--- src/lis_pkg.sv ---
// lis_pkg: shared types, constants and lookup functions of the LED indicator sequencer
// no dependencies
package lis_pkg;

  typedef enum logic [2:0] {
    REQ_SET_IND = 3'd0,
    REQ_CLEAR   = 3'd1,
    REQ_CHASER  = 3'd2,
    REQ_SET_BIT = 3'd3,
    REQ_RESEND  = 3'd4,
    REQ_RAW     = 3'd5
  } req_e;

  typedef enum logic [1:0] {
    IND_NONE,
    IND_SHIFT,
    IND_DIRECT_A,
    IND_DIRECT_B
  } ind_kind_e;

  typedef struct packed {
    ind_kind_e  kind;
    logic [2:0] pos;
  } ind_t;

  typedef struct packed {
    logic [2:0] req_type;
    logic [7:0] led_number;
    logic       led_on;
    logic [7:0] raw_byte;
  } cmd_t;

  typedef struct packed {
    logic [7:0] shifted_byte;
    logic       shift_pulsed;
    logic       latch_pulsed;
    logic       direct_led_a;
    logic       direct_led_b;
    logic [6:0] hold_ms;
    logic       last;
  } res_t;

  typedef struct packed {
    logic [7:0] image;
    logic       direct_a;
    logic       direct_b;
    logic [6:0] hold;
  } frame_t;

  localparam int unsigned CHASER_FRAMES = 43;
  localparam int unsigned FRAME_W       = $clog2(CHASER_FRAMES);
  localparam logic [FRAME_W-1:0] CHASER_LAST = FRAME_W'(CHASER_FRAMES - 1);

  localparam logic [6:0] T_WIPE     = 7'd40;
  localparam logic [6:0] T_WIPE_OFF = T_WIPE >> 1;
  localparam logic [6:0] T_PHASE    = 7'd80;
  localparam logic [6:0] T_NONE     = 7'd0;

  // indicator number to shift bit or direct led
  function automatic ind_t ind_map(input logic [7:0] n);
    ind_t m;
    m.kind = IND_SHIFT;
    m.pos  = 3'd0;
    unique case (n)
      8'd1:    m.pos = 3'd0;
      8'd2:    m.pos = 3'd2;
      8'd3:    m.pos = 3'd4;
      8'd4:    m.pos = 3'd6;
      8'd5:    m.pos = 3'd1;
      8'd6:    m.kind = IND_DIRECT_A;
      8'd7:    m.pos = 3'd3;
      8'd8:    m.kind = IND_DIRECT_B;
      8'd9:    m.pos = 3'd7;
      8'd10:   m.pos = 3'd5;
      default: m.kind = IND_NONE;
    endcase
    return m;
  endfunction

  // startup animation, one entry per frame: wipe on, wipe off, dot forward,
  // dot backward, odd phase, even phase, all off
  function automatic frame_t chaser_frame(input logic [FRAME_W-1:0] idx);
    frame_t f;
    f = '{8'h00, 1'b0, 1'b0, T_NONE};
    unique case (idx)
      6'd0:    f = '{8'h01, 1'b0, 1'b0, T_WIPE};
      6'd1:    f = '{8'h05, 1'b0, 1'b0, T_WIPE};
      6'd2:    f = '{8'h15, 1'b0, 1'b0, T_WIPE};
      6'd3:    f = '{8'h55, 1'b0, 1'b0, T_WIPE};
      6'd4:    f = '{8'h57, 1'b0, 1'b0, T_WIPE};
      6'd5:    f = '{8'h57, 1'b1, 1'b0, T_WIPE};
      6'd6:    f = '{8'h5F, 1'b1, 1'b0, T_WIPE};
      6'd7:    f = '{8'h5F, 1'b1, 1'b1, T_WIPE};
      6'd8:    f = '{8'hDF, 1'b1, 1'b1, T_WIPE};
      6'd9:    f = '{8'hFF, 1'b1, 1'b1, T_WIPE};
      6'd10:   f = '{8'hFE, 1'b1, 1'b1, T_WIPE_OFF};
      6'd11:   f = '{8'hFA, 1'b1, 1'b1, T_WIPE_OFF};
      6'd12:   f = '{8'hEA, 1'b1, 1'b1, T_WIPE_OFF};
      6'd13:   f = '{8'hAA, 1'b1, 1'b1, T_WIPE_OFF};
      6'd14:   f = '{8'hA8, 1'b1, 1'b1, T_WIPE_OFF};
      6'd15:   f = '{8'hA8, 1'b0, 1'b1, T_WIPE_OFF};
      6'd16:   f = '{8'hA0, 1'b0, 1'b1, T_WIPE_OFF};
      6'd17:   f = '{8'hA0, 1'b0, 1'b0, T_WIPE_OFF};
      6'd18:   f = '{8'h20, 1'b0, 1'b0, T_WIPE_OFF};
      6'd19:   f = '{8'h00, 1'b0, 1'b0, T_WIPE_OFF};
      6'd20:   f = '{8'h01, 1'b0, 1'b0, T_WIPE};
      6'd21:   f = '{8'h04, 1'b0, 1'b0, T_WIPE};
      6'd22:   f = '{8'h10, 1'b0, 1'b0, T_WIPE};
      6'd23:   f = '{8'h40, 1'b0, 1'b0, T_WIPE};
      6'd24:   f = '{8'h02, 1'b0, 1'b0, T_WIPE};
      6'd25:   f = '{8'h00, 1'b1, 1'b0, T_WIPE};
      6'd26:   f = '{8'h08, 1'b0, 1'b0, T_WIPE};
      6'd27:   f = '{8'h00, 1'b0, 1'b1, T_WIPE};
      6'd28:   f = '{8'h80, 1'b0, 1'b0, T_WIPE};
      6'd29:   f = '{8'h20, 1'b0, 1'b0, T_WIPE};
      6'd30:   f = '{8'h20, 1'b0, 1'b0, T_WIPE};
      6'd31:   f = '{8'h80, 1'b0, 1'b0, T_WIPE};
      6'd32:   f = '{8'h00, 1'b0, 1'b1, T_WIPE};
      6'd33:   f = '{8'h08, 1'b0, 1'b0, T_WIPE};
      6'd34:   f = '{8'h00, 1'b1, 1'b0, T_WIPE};
      6'd35:   f = '{8'h02, 1'b0, 1'b0, T_WIPE};
      6'd36:   f = '{8'h40, 1'b0, 1'b0, T_WIPE};
      6'd37:   f = '{8'h10, 1'b0, 1'b0, T_WIPE};
      6'd38:   f = '{8'h04, 1'b0, 1'b0, T_WIPE};
      6'd39:   f = '{8'h01, 1'b0, 1'b0, T_WIPE};
      6'd40:   f = '{8'h9B, 1'b0, 1'b0, T_PHASE};
      6'd41:   f = '{8'h64, 1'b1, 1'b1, T_PHASE};
      default: f = '{8'h00, 1'b0, 1'b0, T_NONE};
    endcase
    return f;
  endfunction

endpackage

--- src/lis_if.sv ---
// lis_if: valid/ready channel interfaces for commands and results
// no dependencies
interface lis_cmd_if;
  logic       valid;
  logic       ready;
  logic [2:0] req_type;
  logic [7:0] led_number;
  logic       led_on;
  logic [7:0] raw_byte;

  modport source (output valid, req_type, led_number, led_on, raw_byte, input ready);
  modport sink   (input valid, req_type, led_number, led_on, raw_byte, output ready);
endinterface

interface lis_res_if;
  logic       valid;
  logic       ready;
  logic [7:0] shifted_byte;
  logic       shift_pulsed;
  logic       latch_pulsed;
  logic       direct_led_a;
  logic       direct_led_b;
  logic [6:0] hold_ms;
  logic       last;

  modport source (output valid, shifted_byte, shift_pulsed, latch_pulsed, direct_led_a,
                  direct_led_b, hold_ms, last, input ready);
  modport sink   (input valid, shifted_byte, shift_pulsed, latch_pulsed, direct_led_a,
                  direct_led_b, hold_ms, last, output ready);
endinterface

--- src/lis_engine.sv ---
// lis_engine: command register, chaser frame counter, led state and result logic
// depends on lis_pkg
module lis_engine (
  input  logic          clk_i,
  input  logic          rst_ni,
  input  logic          cfg_we_i,
  input  logic          cfg_wdata_i,
  input  logic          in_valid_i,
  output logic          in_ready_o,
  input  lis_pkg::cmd_t in_cmd_i,
  output logic          res_valid_o,
  input  logic          res_ready_i,
  output lis_pkg::res_t res_o
);
  import lis_pkg::*;

  logic               fb_q;
  logic               cmd_vld_q, cmd_vld_d;
  cmd_t               cmd_q;
  logic [FRAME_W-1:0] frame_q, frame_d;
  logic [7:0]         image_q, image_d;
  logic               da_q, da_d;
  logic               db_q, db_d;

  logic   emit, done, advance, is_chaser;
  ind_t   ind;
  frame_t frm;
  res_t   res;

  always_comb begin
    ind       = ind_map(cmd_q.led_number);
    frm       = chaser_frame(frame_q);
    image_d   = image_q;
    da_d      = da_q;
    db_d      = db_q;
    emit      = 1'b0;
    done      = 1'b1;
    is_chaser = 1'b0;
    res       = '0;
    unique case (cmd_q.req_type)
      REQ_SET_IND: begin
        if (!fb_q) begin
          image_d = '0;
          da_d    = 1'b0;
          db_d    = 1'b0;
          emit    = 1'b1;
          res     = '{8'h00, 1'b1, 1'b1, 1'b0, 1'b0, T_NONE, 1'b1};
        end else begin
          unique case (ind.kind)
            IND_SHIFT: begin
              image_d[ind.pos] = cmd_q.led_on;
              emit = 1'b1;
              res  = '{image_d, 1'b1, 1'b1, da_q, db_q, T_NONE, 1'b1};
            end
            IND_DIRECT_A: begin
              da_d = cmd_q.led_on;
              emit = 1'b1;
              res  = '{8'h00, 1'b0, 1'b0, da_d, db_q, T_NONE, 1'b1};
            end
            IND_DIRECT_B: begin
              db_d = cmd_q.led_on;
              emit = 1'b1;
              res  = '{8'h00, 1'b0, 1'b0, da_q, db_d, T_NONE, 1'b1};
            end
            default: emit = 1'b0;
          endcase
        end
      end
      REQ_CLEAR: begin
        image_d = '0;
        da_d    = 1'b0;
        db_d    = 1'b0;
        emit    = 1'b1;
        res     = '{8'h00, 1'b1, 1'b1, 1'b0, 1'b0, T_NONE, 1'b1};
      end
      REQ_CHASER: begin
        // frames come from the table; the animation leaves everything off
        is_chaser = 1'b1;
        image_d   = '0;
        da_d      = 1'b0;
        db_d      = 1'b0;
        emit      = 1'b1;
        done      = (frame_q == CHASER_LAST);
        res       = '{frm.image, 1'b1, 1'b1, frm.direct_a, frm.direct_b, frm.hold, done};
      end
      REQ_SET_BIT: begin
        if (cmd_q.led_number[7:3] == 5'd0) begin
          image_d[cmd_q.led_number[2:0]] = cmd_q.led_on;
          emit = 1'b1;
          res  = '{image_d, 1'b1, 1'b1, da_q, db_q, T_NONE, 1'b1};
        end
      end
      REQ_RESEND: begin
        emit = 1'b1;
        res  = '{image_q, 1'b1, 1'b1, da_q, db_q, T_NONE, 1'b1};
      end
      REQ_RAW: begin
        emit = 1'b1;
        res  = '{cmd_q.raw_byte, 1'b1, 1'b0, da_q, db_q, T_NONE, 1'b1};
      end
      default: emit = 1'b0;
    endcase

    // items without a result retire without waiting on the output side
    advance    = cmd_vld_q && (!emit || res_ready_i);
    in_ready_o = !cmd_vld_q || (advance && done);
    cmd_vld_d  = (in_valid_i && in_ready_o) ? 1'b1 : (advance && done) ? 1'b0 : cmd_vld_q;
    frame_d    = frame_q;
    if (advance && is_chaser) begin
      frame_d = done ? '0 : frame_q + 1'b1;
    end
  end

  assign res_valid_o = cmd_vld_q && emit;
  assign res_o       = res;

  always_ff @(posedge clk_i or negedge rst_ni) begin
    if (!rst_ni) begin
      fb_q      <= 1'b1;
      cmd_vld_q <= 1'b0;
      frame_q   <= '0;
      image_q   <= '0;
      da_q      <= 1'b0;
      db_q      <= 1'b0;
    end else begin
      if (cfg_we_i) begin
        fb_q <= cfg_wdata_i;
      end
      cmd_vld_q <= cmd_vld_d;
      frame_q   <= frame_d;
      if (advance) begin
        image_q <= image_d;
        da_q    <= da_d;
        db_q    <= db_d;
      end
    end
  end

  always_ff @(posedge clk_i) begin
    if (in_valid_i && in_ready_o) begin
      cmd_q <= in_cmd_i;
    end
  end

`ifndef NO_ASSERTIONS
  a_chaser_blocks_input: assert property (@(posedge clk_i) disable iff (!rst_ni)
    (cmd_vld_q && cmd_q.req_type == REQ_CHASER && frame_q != CHASER_LAST) |-> !in_ready_o)
    else $error("input accepted in the middle of the chaser");

  a_frame_in_range: assert property (@(posedge clk_i) disable iff (!rst_ni)
    frame_q <= CHASER_LAST)
    else $error("chaser frame counter out of range");

  a_frame_owner: assert property (@(posedge clk_i) disable iff (!rst_ni)
    (frame_q != '0) |-> (cmd_vld_q && cmd_q.req_type == REQ_CHASER))
    else $error("frame counter running without a chaser command");

  a_chaser_ends_off: assert property (@(posedge clk_i) disable iff (!rst_ni)
    (advance && is_chaser && done) |=> (image_q == '0 && !da_q && !db_q))
    else $error("leds not off after the chaser");
`endif

endmodule

--- src/lis_out_reg.sv ---
// lis_out_reg: result register between the engine and the result channel
// depends on lis_pkg
module lis_out_reg (
  input  logic          clk_i,
  input  logic          rst_ni,
  input  logic          valid_i,
  output logic          ready_o,
  input  lis_pkg::res_t data_i,
  output logic          valid_o,
  input  logic          ready_i,
  output lis_pkg::res_t data_o
);
  import lis_pkg::*;

  logic vld_q;
  res_t data_q;

  // refill in the same cycle the held transaction leaves
  assign ready_o = !vld_q || ready_i;
  assign valid_o = vld_q;
  assign data_o  = data_q;

  always_ff @(posedge clk_i or negedge rst_ni) begin
    if (!rst_ni) begin
      vld_q <= 1'b0;
    end else if (ready_o) begin
      vld_q <= valid_i;
    end
  end

  always_ff @(posedge clk_i) begin
    if (valid_i && ready_o) begin
      data_q <= data_i;
    end
  end

endmodule

--- src/led_indicator_sequencer.sv ---
// a command is held in the engine's command register, and its result in the result register
// throughput: one command per cycle while results are taken; the chaser holds the
//   command register for its 43 frames, one frame per cycle, set by its frame counter
// commands that produce no result retire without waiting on the result register
// reset: asynchronous, active low; leds and image off, feedback enabled
// depends on lis_pkg, lis_if, lis_engine, lis_out_reg
module led_indicator_sequencer (
  input  logic clk_i,
  input  logic rst_ni,
  input  logic cfg_we_i,
  input  logic cfg_wdata_i,
  lis_cmd_if.sink   req_i,
  lis_res_if.source res_o
);
  import lis_pkg::*;

  cmd_t cmd;
  res_t eng_res, out_res;
  logic eng_valid, eng_ready;

  assign cmd = '{req_i.req_type, req_i.led_number, req_i.led_on, req_i.raw_byte};

  lis_engine u_engine (
    .clk_i       (clk_i),
    .rst_ni      (rst_ni),
    .cfg_we_i    (cfg_we_i),
    .cfg_wdata_i (cfg_wdata_i),
    .in_valid_i  (req_i.valid),
    .in_ready_o  (req_i.ready),
    .in_cmd_i    (cmd),
    .res_valid_o (eng_valid),
    .res_ready_i (eng_ready),
    .res_o       (eng_res)
  );

  lis_out_reg u_out_reg (
    .clk_i   (clk_i),
    .rst_ni  (rst_ni),
    .valid_i (eng_valid),
    .ready_o (eng_ready),
    .data_i  (eng_res),
    .valid_o (res_o.valid),
    .ready_i (res_o.ready),
    .data_o  (out_res)
  );

  assign res_o.shifted_byte = out_res.shifted_byte;
  assign res_o.shift_pulsed = out_res.shift_pulsed;
  assign res_o.latch_pulsed = out_res.latch_pulsed;
  assign res_o.direct_led_a = out_res.direct_led_a;
  assign res_o.direct_led_b = out_res.direct_led_b;
  assign res_o.hold_ms      = out_res.hold_ms;
  assign res_o.last         = out_res.last;

endmodule

--- src/flat_wrapper.sv ---
// flat-port wrapper written by rule: the top's interface ports become plain ports
module led_indicator_sequencer_flat import lis_pkg::*;
  (clk_i, rst_ni, cfg_we_i, cfg_wdata_i, req_i_valid, req_i_req_type, req_i_led_number, req_i_led_on, req_i_raw_byte, req_i_ready, res_o_valid, res_o_shifted_byte, res_o_shift_pulsed, res_o_latch_pulsed, res_o_direct_led_a, res_o_direct_led_b, res_o_hold_ms, res_o_last, res_o_ready);
  lis_cmd_if req_i_i ();
  lis_res_if res_o_i ();
  input  logic clk_i;
  input  logic rst_ni;
  input  logic cfg_we_i;
  input  logic cfg_wdata_i;
  input wire logic [$bits(req_i_i.valid)-1:0] req_i_valid;
  input wire logic [$bits(req_i_i.req_type)-1:0] req_i_req_type;
  input wire logic [$bits(req_i_i.led_number)-1:0] req_i_led_number;
  input wire logic [$bits(req_i_i.led_on)-1:0] req_i_led_on;
  input wire logic [$bits(req_i_i.raw_byte)-1:0] req_i_raw_byte;
  output wire logic [$bits(req_i_i.ready)-1:0] req_i_ready;
  output wire logic [$bits(res_o_i.valid)-1:0] res_o_valid;
  output wire logic [$bits(res_o_i.shifted_byte)-1:0] res_o_shifted_byte;
  output wire logic [$bits(res_o_i.shift_pulsed)-1:0] res_o_shift_pulsed;
  output wire logic [$bits(res_o_i.latch_pulsed)-1:0] res_o_latch_pulsed;
  output wire logic [$bits(res_o_i.direct_led_a)-1:0] res_o_direct_led_a;
  output wire logic [$bits(res_o_i.direct_led_b)-1:0] res_o_direct_led_b;
  output wire logic [$bits(res_o_i.hold_ms)-1:0] res_o_hold_ms;
  output wire logic [$bits(res_o_i.last)-1:0] res_o_last;
  input wire logic [$bits(res_o_i.ready)-1:0] res_o_ready;
  assign req_i_i.valid = req_i_valid;
  assign req_i_i.req_type = req_i_req_type;
  assign req_i_i.led_number = req_i_led_number;
  assign req_i_i.led_on = req_i_led_on;
  assign req_i_i.raw_byte = req_i_raw_byte;
  assign req_i_ready = req_i_i.ready;
  assign res_o_valid = res_o_i.valid;
  assign res_o_shifted_byte = res_o_i.shifted_byte;
  assign res_o_shift_pulsed = res_o_i.shift_pulsed;
  assign res_o_latch_pulsed = res_o_i.latch_pulsed;
  assign res_o_direct_led_a = res_o_i.direct_led_a;
  assign res_o_direct_led_b = res_o_i.direct_led_b;
  assign res_o_hold_ms = res_o_i.hold_ms;
  assign res_o_last = res_o_i.last;
  assign res_o_i.ready = res_o_ready;
  led_indicator_sequencer u_core (.clk_i(clk_i), .rst_ni(rst_ni), .cfg_we_i(cfg_we_i), .cfg_wdata_i(cfg_wdata_i), .req_i(req_i_i), .res_o(res_o_i));
endmodule
--- config.mk ---
export PLATFORM = sky130hd
export DESIGN_NAME = led_indicator_sequencer_flat
export DESIGN_NICKNAME = d
export VERILOG_FILES = /design/src/lis_pkg.sv /design/src/lis_if.sv /design/src/lis_engine.sv /design/src/lis_out_reg.sv /design/src/led_indicator_sequencer.sv /design/src/flat_wrapper.sv
export SDC_FILE = /design/constraint.sdc
export NUM_CORES = 1
export LEC_CHECK = 0
export BUFFER_PORTS_ARGS = -buffer_cell sky130_fd_sc_hd__buf_2
export CELL_PAD_IN_SITES_DETAIL_PLACEMENT = 1
export CELL_PAD_IN_SITES_GLOBAL_PLACEMENT = 2
export CORE_UTILIZATION = 35
export DETAILED_ROUTE_END_ITERATION = 12
export HOLD_SLACK_MARGIN = 0.06
export PLACE_DENSITY = 0.87
export SYNTH_ARGS = -nofsm -noshare
export SYNTH_HDL_FRONTEND = slang
export SYNTH_HIERARCHICAL = 1
export SYNTH_SLANG_ARGS = --single-unit
--- constraint.sdc ---
create_clock -name clk_i -period 3.55 [get_ports clk_i]
set_input_delay 0.5325 -clock clk_i [delete_from_list [all_inputs] [get_ports clk_i]]
set_output_delay 0.5325 -clock clk_i [all_outputs]
set_load 0.1 [all_outputs]
# Yosys cells after proc, flatten, opt, wreduce, memory -nomap -nowiden
# Memories as Yosys holds them, arrays and structs flattened.
# Cells that the tools add are included.
# totals
regBits,59
mem_bits_ro,960
in_bits,26
out_inout_bits,22
elab_cells,104
mem_count,1
# mem_list
name,depth,word_bits,read_ports,rd_ports_with_merged_regs,write_ports,line,rtl
(no name shown),64,15,1,0,0,lis_pkg.sv:85,unique case (idx)
# classes
addsub,1
order_cmp,4
eq_ne,23
muxes,31
reduce_logical,26
# op_table
op,n
20-bit case mux with 6 select lines,1
20-bit case mux with 3 select lines,1
20-bit two-way mux,2
"8-bit by 3-bit equality test with 1-bit output, second input constant",4
"8-bit by 4-bit equality test with 1-bit output, second input constant",3
8-bit two-way mux,3
8-bit case mux with 3 select lines,1
3-bit case mux with 7 select lines,1
8-bit bitwise mux,2
"8-bit by 2-bit equality test with 1-bit output, second input constant",2
1-bit two-way mux,13
"3-bit by 2-bit != test with 1-bit output, second input constant",3
"8-bit by 1-bit equality test with 1-bit output, second input constant",1
1-bit logical AND,8
"3-bit by 4-bit < comparator with 1-bit output, second input constant",2
8-bit OR reduction,1
"6-bit by 1-bit adder with 6-bit output, second input constant",1
1-bit demux with 3-bit select,2
"3-bit by 2-bit equality test with 1-bit output, second input constant",2
"3-bit equality test, second input constant",2
"6-bit equality test, second input constant",1
"3-bit by 1-bit greater-or-equal comparator with 1-bit output, second input constant",2
6-bit two-way mux,1
2-bit case mux with 3 select lines,1
other kinds (17),25

# Depth between registers and ports, before layout
# logic_depth
word_depth,15
depth_mapped,8
mapped_depth_nobuf,8

# By module
# Netlist, hierarchy kept.
# by_module_without_submodules
module,n_inst,cells_per_inst,area_each_um2,seq_area_each_um2
lis_engine,1,350,3173.0,1052.3
lis_out_reg,1,24,654.4,625.6

# Worst setup path after synthesis
# Ideal clock, no wire load.
# synth_path
path_kind,register to register
startpoint,register u_core.u_engine.fb_q
endpoint,"register u_core/u_engine/cmd_q[0] (netlist name), enable pin"
setup_time_ps,399
arrival_ps,2536
required_ps,3151
setup_slack_ps,615
stages_incl_launch_ff,6
synth_period_minus_slack_ps,2935
cell_sequence,dfstp_2 clkbuf_2 nor4b_2 o31ai_1 o21a_1 nor2b_1
# synth_between
elab_chain_cells,8
# synth_rtl
element,line,rtl
from (decl),lis_engine.sv:17,logic fb_q;
from (signal assigned),lis_engine.sv:127,fb_q <= cfg_wdata_i;
1-bit two-way mux,lis_engine.sv:42,if (!fb_q) begin
1-bit case mux with 3 select lines,lis_engine.sv:40,unique case (cmd_q.req_type)
1-bit zero test,lis_engine.sv:105,advance = cmd_vld_q && (!emit || res_ready_i);
1-bit logical OR,lis_engine.sv:105,
1-bit logical AND,lis_engine.sv:105,
1-bit logical AND,lis_engine.sv:106,in_ready_o = !cmd_vld_q || (advance && done);
1-bit logical OR,lis_engine.sv:106,
1-bit logical AND,lis_engine.sv:140,if (in_valid_i && in_ready_o) begin
to (signal assigned),lis_engine.sv:141,cmd_q <= in_cmd_i;
to (decl),lis_engine.sv:19,cmd_t cmd_q;
# No other way between the ends.
# A chain may end at the register's enable or synchronous reset.

# Final worst setup path
# layout_path
startpoint,register u_core/u_engine/cmd_q[10] (netlist name)
endpoint,output port req_i_ready
# layout_between
elab_chain_cells,13
elab_cells_between_ends,24
cone_classes,eq/ne: 13; mux: 4; reduce/logical: 7
# layout_rtl
element,line,rtl
"8-bit by 4-bit equality test with 1-bit output, or another cell as far along",lis_pkg.sv:64,unique case (n)
8-bit OR reduction (no source line),n/a,
2-bit case mux with 3 select lines (*),lis_pkg.sv:64,
2-bit equality test or 2-bit by 1-bit equality test with 1-bit output (tied branches),lis_engine.sv:49,unique case (ind.kind)
3-bit OR reduction (no source line) (*),n/a,
1-bit two-way mux (*),lis_engine.sv:49,
1-bit two-way mux (*),lis_engine.sv:42,
1-bit case mux with 3 select lines (*),lis_engine.sv:40,
1-bit zero test (*),lis_engine.sv:105,
1-bit logical OR (*),lis_engine.sv:105,
1-bit logical AND (*),lis_engine.sv:105,
1-bit logical AND (*),lis_engine.sv:106,
1-bit logical OR (*),lis_engine.sv:106,
to (decl),flat_wrapper.sv:15,output wire logic [$bits(req_i_i.ready)-1:0] req_i_ready;
# Every way passes the cells marked *; elsewhere a longest branch is shown, timed or not.

==> flow_results.xml <==
<?xml version="1.0" encoding="UTF-8"?>
<metrics>
  <group name="placement">
    <metric name="detailedPlacementHpwl" unit="um">7600</metric>
    <metric name="globalplace.congestion" unit="">0.875</metric>
    <metric name="dpl.cell_count" unit="">534</metric>
    <metric name="numPortBuffers" unit="">47</metric>
    <metric name="dp_worst_setup_slack" unit="ns">0.791</metric>
  </group>
  <group name="power">
    <metric name="p_leak" unit="nW">1.64</metric>
    <metric name="power_per_cell_area" unit="nW/um2">538</metric>
    <metric name="peakVddDrop" unit="V">0.000201</metric>
  </group>
  <group name="clock_tree">
    <metric name="cts-buffers-inserted" unit="">9</metric>
    <metric name="hold_buffers" unit="">0</metric>
    <metric name="insertion_delay_of_the_later_clocked_pin_in_the_worst_skew_pair" unit="ns">0.35</metric>
    <metric name="cts_root_buf" unit="">clkbuf_8</metric>
    <metric name="tritoncts" unit="">built</metric>
    <metric name="htreeDepth" unit="">3</metric>
    <metric name="clkSinkCount" unit="">59</metric>
    <metric name="post-cts-setup-buffer-count" unit="">0</metric>
    <metric name="cts.path.max_buffers" unit="">2</metric>
    <metric name="worst_setup_hold_path_clk_slew" unit="ns">0.07</metric>
    <metric name="post_cts_resize_count" unit="">0</metric>
  </group>
  <group name="sta">
    <metric name="final-setup-viol-count" unit="">0</metric>
    <metric name="final-max-slew-violation-count" unit="">0</metric>
    <metric name="rsz0062_at_grt" unit="">false</metric>
    <metric name="finalCriticalPeriod" unit="ns">3.16</metric>
    <metric name="tightestPinTransition" unit="ns">0.848</metric>
    <metric name="fmax" unit="MHz">317</metric>
    <metric name="final-hold-violation-count" unit="">0</metric>
    <metric name="fin_skew" unit="ns">0.00803</metric>
    <metric name="postLayoutSetupSlackWorst" unit="ns">0.393</metric>
    <metric name="setup_total_negative_slack" unit="ns">0</metric>
    <metric name="layout_worst_path_cycle_share" unit="%">88.9</metric>
    <metric name="worst_hold_slack" unit="ns">0.142</metric>
    <metric name="worst_slew_margin_rel" unit="%">43.4</metric>
  </group>
  <group name="yosys">
    <metric name="async_flop_share" unit="%">32.2</metric>
    <metric name="post_synth_instance_area" unit="um2">3830</metric>
    <metric name="syn-instance-count" unit="">374</metric>
    <metric name="yosysSeqAreaShare" unit="%">43.8</metric>
    <metric name="postSynth.topFlopCell" unit="">edfxtp_1</metric>
    <metric name="ys_types" unit="">76</metric>
    <metric name="synth-warning-count" unit="">6</metric>
    <metric name="synthesis.area_per_instance" unit="um2">10.2</metric>
    <metric name="synth-edff-count" unit="">40</metric>
    <metric name="ffs_latches_synth" unit="">59</metric>
  </group>
  <group name="finish">
    <metric name="diodes" unit="">0</metric>
    <metric name="most-common-layout-cells" unit="">buf_2 (47), edfxtp_1 (40), nor2_1 (21), a21oi_1 (21), dfrtp_1 (18)</metric>
    <metric name="final_common_cell" unit="">buf_2</metric>
    <metric name="post_synthesis_to_final_layout_area_growth" unit="%">13.4</metric>
    <metric name="final-instance-count-excl-fill" unit="">550</metric>
    <metric name="drive_above_1_share" unit="%">24.2</metric>
    <metric name="num-nets-final" unit="">444</metric>
  </group>
  <group name="floorplanning">
    <metric name="floorplan.rows" unit="">37</metric>
    <metric name="ios" unit="">48</metric>
    <metric name="fp.dieArea" unit="um2">11400</metric>
    <metric name="dieWidth" unit="um">107</metric>
    <metric name="die_span_y" unit="um">107</metric>
    <metric name="initial_utilization" unit="%">36.6</metric>
    <metric name="floorplan_core_area" unit="um2">10500</metric>
  </group>
  <group name="hold_path">
    <metric name="holdCritPathClass" unit="">in -&gt; async</metric>
  </group>
  <group name="route">
    <metric name="post_detailed_route_via_to_cell_ratio" unit="">5.78</metric>
    <metric name="dr_total_vias" unit="">3179</metric>
    <metric name="first_drt_iteration_drcs" unit="">169</metric>
    <metric name="drt-total-wl" unit="um">10900</metric>
    <metric name="drt_first_pass_iters" unit="">4</metric>
    <metric name="route.detailed.drc" unit="">0</metric>
    <metric name="wl_per_cell" unit="um">19.7</metric>
    <metric name="final_antenna_net_count" unit="">0</metric>
  </group>
  <group name="global_routing">
    <metric name="grt_pass1_wl" unit="um">17400</metric>
    <metric name="vias_in_the_first_global_route" unit="">3232</metric>
    <metric name="grt_max_degree" unit="">33</metric>
    <metric name="grt.total_usage" unit="%">20.2</metric>
    <metric name="gr-total-overflow" unit="">0</metric>
    <metric name="number_of_antenna_violations_at_the_first_check_in_global_routing" unit="">0</metric>
  </group>
  <group name="job">
    <metric name="maxCapViolations" unit="">0</metric>
  </group>
  <group name="worst_setup_path">
    <metric name="timing_worst_setup_path_type" unit="">reg -&gt; out</metric>
    <metric name="timing.critical_path.cells" unit="">or4_1, o2111ai_2, o31ai_1, o21a_1, inv_1, buf_2</metric>
    <metric name="worst_path_max_delay_cell" unit="">or4_1</metric>
    <metric name="worst_setup_ep_type" unit="">output port</metric>
    <metric name="cp-start-kind" unit="">flop</metric>
    <metric name="timing.critical_path.fanout_max" unit="">20</metric>
    <metric name="cpPeakStageDelay" unit="ns">0.66</metric>
    <metric name="arrival_time_at_the_worst_endpoint" unit="ns">2.62</metric>
    <metric name="timing.critical_path.required" unit="ns">3.02</metric>
  </group>
  <group name="status">
    <metric name="status" unit="">finished clean</metric>
  </group>
</metrics>
report_power, final:
part / switching [mW] / leakage [nW] / internal [mW]
registers: 0.0721 / 0.635 / 0.821
logic: 0.558 / 0.909 / 0.267
clock network: 0.297 / 0.0931 / 0.321
sequential cells by signal, summed over array words and instances (netlist names):
name and cells:
u_core/u_engine/cmd_q 20, u_core/u_out_reg/data_o 20, u_core/u_engine/image_q 8, u_core/u_engine/frame_q 6, u_core/u_engine/cmd_vld_q 1, u_core/u_engine/da_q 1, u_core/u_engine/db_q 1, u_core/u_engine/fb_q 1
u_core/u_out_reg/valid_o 1
per-layer routing:
metal	vias up	wire [um]	GRT usage [%]
met5	-	0	0
met2	95	5150	32.4
li1	1505	-	-
met3	20	546	2.86
met1	1559	4910	26.8
met4	0	248	9.88
logic make-up after synthesis:
logic type | count (synthesis) | share of synthesized area, %
DFF | 59 | 43.8
AOI/OAI and AO/OA | 123 | 24.0
adders and majority gates | 9 | 2.94
muxes | 22 | 6.18
other | 1 | 0.0980
buffers and inverters | 40 | 4.48
and+or+nand+nor | 118 | 18.0
xor gates and xnor gates | 2 | 0.458
through the flow:
stage | power, mW | util [%] | cell area [um2]
finish | 2.34 | 41.5 | 4340
global route | 2.46 | 41.5 | 4340
CTS | 2.35 | 41.5 | 4340
detailed placement | 1.73 | 39.7 | 4150
global placement | 1.71 | 39.7 | 4150
floorplan | 1.53 | - | 3830
cell usage after synthesis, drive strengths merged, types with 8 or more instances:
library cell / number / area share [%]
edfxtp: 40 / 31
clkbuf: 23 / 2.3
nor2: 22 / 2.2
a21oi: 21 / 2.7
o21ai: 20 / 2.6
dfrtp: 18 / 12
nand2: 16 / 1.6
mux2i: 12 / 3.1
nand2b: 11 / 2.0
inv: 10 / 0.98
mux2: 10 / 3.0
nor2b: 10 / 1.6
and2: 9 / 1.5
ha: 9 / 2.9
o22ai: 9 / 1.5
a22oi: 8 / 1.7
nand3: 8 / 1.0
nand3b: 8 / 1.6
nor3: 8 / 1.0
critical path: cells and delay by family, from the launching register on:
kind | cells | cell delay (ns)
simple gates | 1 | 0.66
flops | 1 | 0.64
compound gates | 3 | 0.50
buf+inv | 2 | 0.46
area by class of cell:
class	instances	area (um2)
fillers	1209	6120
multi-input cells	276	1980
flip-flops and latches	59	1680
repair buffers	53	280
well taps	136	170
clock buffers	9	124
clock inverters	7	67.6
inverters	10	37.5
path summary, 6_finish.rpt:
path                                            from                    endpoint  slack [ns]  cells past startpoint
min in group clk_i                 req_i_raw_byte[0]    u_core/u_engine/cmd_q[0]        0.35                      1
max in group asynchronous                     rst_ni        u_core/u_engine/fb_q        3.05                      1
max reg2reg                u_core/u_engine/cmd_q[10]  u_core/u_engine/image_q[7]        0.94                      5
min reg2reg                     u_core/u_engine/db_q        u_core/u_engine/db_q        0.52                      1
max                        u_core/u_engine/cmd_q[10]                 req_i_ready        0.39                      6
min                                           rst_ni   u_core/u_engine/cmd_vld_q        0.14                      1
Note: power is estimated with default switching activity, not from simulation.
